<file path="config.mk">
export PLATFORM = sky130hd
export DESIGN_NAME = salc_ram
export DESIGN_NICKNAME = d
export VERILOG_FILES = /design/src/hw/rtl/salc_ram.sv
export SDC_FILE = /design/constraint.sdc
export NUM_CORES = 1
export LEC_CHECK = 0
export BUFFER_PORTS_ARGS = -buffer_cell sky130_fd_sc_hd__buf_4
export CAP_MARGIN = 25
export CORE_MARGIN = 2
export CORE_UTILIZATION = 55
export DETAILED_ROUTE_END_ITERATION = 7
export PLACE_DENSITY = 0.82
export SYNTH_ARGS = -nofsm -noshare
export SYNTH_HDL_FRONTEND = slang
export SYNTH_SLANG_ARGS = --single-unit
</file>
<file path="constraint.sdc">
create_clock -name clk_i -period 2.8 [get_ports clk_i]
set_clock_uncertainty 0.2 [all_clocks]
set_input_delay 0.42 -clock clk_i [delete_from_list [all_inputs] [get_ports clk_i]]
set_output_delay 0.42 -clock clk_i [all_outputs]
set_load 0.02 [all_outputs]
</file>
<file path="src/hw/rtl/salc_ram.sv">
// Generic single-write, single-read RAM with registered read data.
// No package dependency.
`timescale 1ns / 1ps
`default_nettype none

module salc_ram #(
  parameter int WIDTH = 8,
  parameter int DEPTH = 16
) (
  input  wire logic                     clk_i,
  input  wire logic                     we_i,
  input  wire logic [$clog2(DEPTH)-1:0] waddr_i,
  input  wire logic [WIDTH-1:0]         wdata_i,
  input  wire logic                     re_i,
  input  wire logic [$clog2(DEPTH)-1:0] raddr_i,
  output logic      [WIDTH-1:0]         rdata_o
);

  logic [WIDTH-1:0] mem_q [DEPTH];

  always_ff @(posedge clk_i) begin
    if (we_i) begin
      mem_q[waddr_i] <= wdata_i;
    end
  end

  // Hold read data until the next read
  always_ff @(posedge clk_i) begin
    if (re_i) begin
      rdata_o <= mem_q[raddr_i];
    end
  end

endmodule

`default_nettype wire

</file>
== Word level (Yosys, flattened, before mapping) ==
Memories as Yosys holds them, arrays and structs flattened. A register that Yosys moved wholly into a read port is not among the register bits.
Index checks and enable logic that the tools add are counted.

* Mux-type cells: 2

{| class="wikitable"
|+ Operators with widths
! operator !! count
|-
| two-way mux 1 bit || 2
|}

* Register bits: 0
* Bits of input ports: 19
* Logic and storage cells: 3
* RAM bits: 128
* Memories: 1

{| class="wikitable"
|+ Memories
! memory !! depth !! bits a word !! read ports !! clocked after memory_dff !! wr ports !! line !! source
|-
| mem_q || 16 || 8 || 1 || 1 || 1 || 19 || <nowiki>logic [WIDTH-1:0] mem_q [DEPTH];</nowiki>
|}

== Depth between registers and ports, before layout ==
* Depth in word-level cells: 2
* Mapped depth: 5

== Least setup slack after synthesis ==
OpenSTA, ideal clock, no wires.

* Path type: input -> register
* Start: input port waddr_i[2]
* End: memory mem_q[0][0], enable pin
* Required time: 2.217 ns
* Stages: 2
* Buffers on the path: 0
* Data arrival time: 1.530 ns
* Setup slack: 0.687 ns
* Cell sequence: or3b_2 nor3_1

{| class="wikitable"
|+ RTL lines
! item !! line !! source
|-
| start, declared || 12 || <nowiki>input wire logic [$clog2(DEPTH)-1:0] waddr_i,</nowiki>
|-
| end, declared || 19 ||
|}

No word-level cell before the write port.

==> summary.md <==
| Metric | Value |
|---|---|
| Startpoint Class | primary input |
| Core area | 9240 µm² |
| Internal | 3640 µW |
| Routed WL | 10,400 µm |
| Post-Syn Instances | 229 |
| CTS H-tree lvls | 4 |
| Psw | 902 µW |
| Share of post-route cells with drive strength above 1 | 0.299 |
| Row count | 35 |
| Max stage delay cell, worst path | mux4_1 |
| Crit-path cells | buf_4 -> buf_12 -> mux4_1 -> a22oi_1 -> nand2_1 |
| # resized after CTS | 0 |
| Root Buffer | clkbuf_8 |
| Hold Crit Start | re_i |
| IO buf count | 26 |
| Clk Latency, worst-skew pair | 0.50 ns |
| Dpl hpwl | 6160 µm |
| Initial antenna violation count | 0 |
| Max-slew violations | 0 |
| Starting Density | 0.566 |
| Placed cell count | 390 |
| TNS Setup | 0 ns |
| Comb pwr share | 0.050 |
| Layout Cells excl Fill | 420 |
| Area Overhead vs Synth | 17.9% |
| Synthesized cell area | 5230 µm² |
| DRC viols | 0 |
| Final setup fails | 0 |
| Via/cell ratio | 5.93 |
| Critical path fanouts, max | 23 |
| Setup bufs post-CTS | 0 |
| CP Launch Point | raddr_i[0] |
| Final Hold Fails | 0 |
| Drt pass-1 iters | 4 |
| Worst hold slack | 0.0293 ns |
| Clock-pin slew on the worst setup and hold paths | 0.06 ns |
| CP arrival | 1.80 ns |
| Reg2reg setup slack | 1.08 ns |
| Cell variety after synth | 18 |
| Max Cap Viol | 0 |
| Via count | 2,489 |
| Commonest non-fill, non-tap cell in the layout | edfxtp_1 |
| I/O pins | 27 |
| Slowest stage delay, CP | 0.58 ns |
| Pwr dens | 737 nW/µm² |
| GRT overflow | 0 |
| CP required | 2.84 ns |
| Net Count, Synth | 248 |
| RePlAce Congestion | 0.728 |
| Vias in the first global route | 2,577 |
| Sequential Power Share | 0.508 |
| Routed Antenna Nets | 0 |
| Die W | 101 µm |
| Commonest non-fill, non-tap cells in the layout | edfxtp_1 (136), buf_4 (41), mux4_2 (18), a22oi_1 (16), clkbuf_16 (16) |
| Sequential cell area fraction in the yosys report | 0.781 |
| Slew HR | 0.459 |
| Endpoint class of the critical path | flip-flop |
| Aggregate global-route resource usage | 0.219 |
| 1st-iter DRT viols | 313 |
| Status | completed |
| Inserted Diodes | 0 |
| First-pass GRT wire length | 15,200 µm |
| Syn Area/Cell | 22.8 µm² |
| # nets final | 299 |
| Ys Warns | 0 |
| Min cycle time layout | 1.77 ns |
| Clk buf depth | 2 |
| Die ar. | 10,300 µm² |
| Fmax | 565 MHz |
| Clk network pwr share | 0.441 |
| Min-Delay Path Class | primary input to flip-flop |
| Max IR drop VDD | 0.000465 V |
| P_leak | 0.00209 µW |
| Sw Share | 0.199 |
| Clock sink count | 136 |
| Pin count of the biggest net entering global routing | 33 |
| CTS tree | yes |
| Worst slew pin tran | 0.809 ns |
| Period utilization | 0.632 |
| Inserted Clock Buffers | 17 |
| Reg2reg start | mem_q[0][3] |
| RSZ-0062 raised after global routing | no |
| CTS Hold Bufs | 0 |
| Routed WL per cell | 24.7 µm |
| Die Y-Extent | 101 µm |
| Crit Path Class | primary input to flip-flop |
| Yosys reg bits | 136 |
==> layout make-up <==
class | count | area [µm²]
Sequential cell | 136 | 4080
Fill cell | 586 | 3080
Clock inverter | 10 | 106
Timing Repair Buffer | 42 | 328
Tap cell | 129 | 161
Clock buffer | 20 | 425
Multi-Input combinational cell | 83 | 1060
==> flip-flops by register name, summed over array words and instances, names as in the netlist <==
name	count
mem_q	128
rdata_o	8
==> synth_stat cells <==
| cell | n | area (µm²) |
|---|---|---|
| edfxtp_1 | 136 | 4080 |
| mux4_2 | 18 | 405 |
| a22oi_1 | 16 | 120 |
| mux4_1 | 14 | 368 |
| nor2_1 | 13 | 48.8 |
| nand2_1 | 9 | 33.8 |
| nor3_1 | 4 | 20.0 |
| buf_2 | 3 | 15.0 |
| buf_6 | 3 | 33.8 |
| clkdlybuf4s25_2 | 3 | 30.0 |
| nand2b_1 | 2 | 12.5 |
| nand3b_1 | 2 | 15.0 |
| and2_1 | 1 | 6.26 |
| and2b_1 | 1 | 7.51 |
| buf_4 | 1 | 7.51 |
| nand3_1 | 1 | 5.00 |
| nor2b_1 | 1 | 6.26 |
| or3b_2 | 1 | 8.76 |
==> through the flow <==
step | setup slack (ns) | total power [µW] | instance area, µm² | utilization
finish | 1.03 | 4540 | 6160 | 0.667
global route | 0.961 | 4670 | 6160 | 0.667
CTS | 1.02 | 4560 | 6160 | 0.667
detailed placement | 0.502 | 2580 | 5630 | 0.609
global placement | 0.495 | 2570 | 5630 | 0.609
floorplan | 0.687 | 2470 | 5230 | -
==> power by group through the flow <==
stage | clock [µW] | sequential [µW] | combinational, µW
6_report | 2000 | 2310 | 229
5_1_grt | 2120 | 2310 | 247
4_1_cts | 2020 | 2310 | 231
3_5_place_dp | 0 | 2350 | 228
3_3_place_gp | 0 | 2350 | 220
2_1_floorplan | 0 | 2360 | 116
==> cell families after synthesis <==
logic type / synth area share
multiplexers: 0.148
buffers and inverters: 0.0165
flip-flops: 0.781
AO/OA/AOI/OAI: 0.0230
AND/OR/NAND/NOR: 0.0314
==> path summary, 6_finish.rpt <==
kind | end | cells after the start
worst max-delay path | rdata_o[5] | 5
worst min register to register | rdata_o[7] | 3
worst min-delay path | rdata_o[3] | 1
worst max register to register | rdata_o[3] | 3
==> critical path: cells and delay by family <==
kind,cells,cell delay (ns)
compound gates,1,0.22
buf+inv,2,0.46
mux,1,0.58
simple gates,1,0.11
==> metal layers <==
metal	vias to the layer above	wire, µm	track usage
li1	1077	-	-
met2	89	5470	0.363
met3	8	608	0.0442
met5	-	0	0
met4	0	95	0.0769
met1	1315	4190	0.293
(Power assumes the default switching activity.)
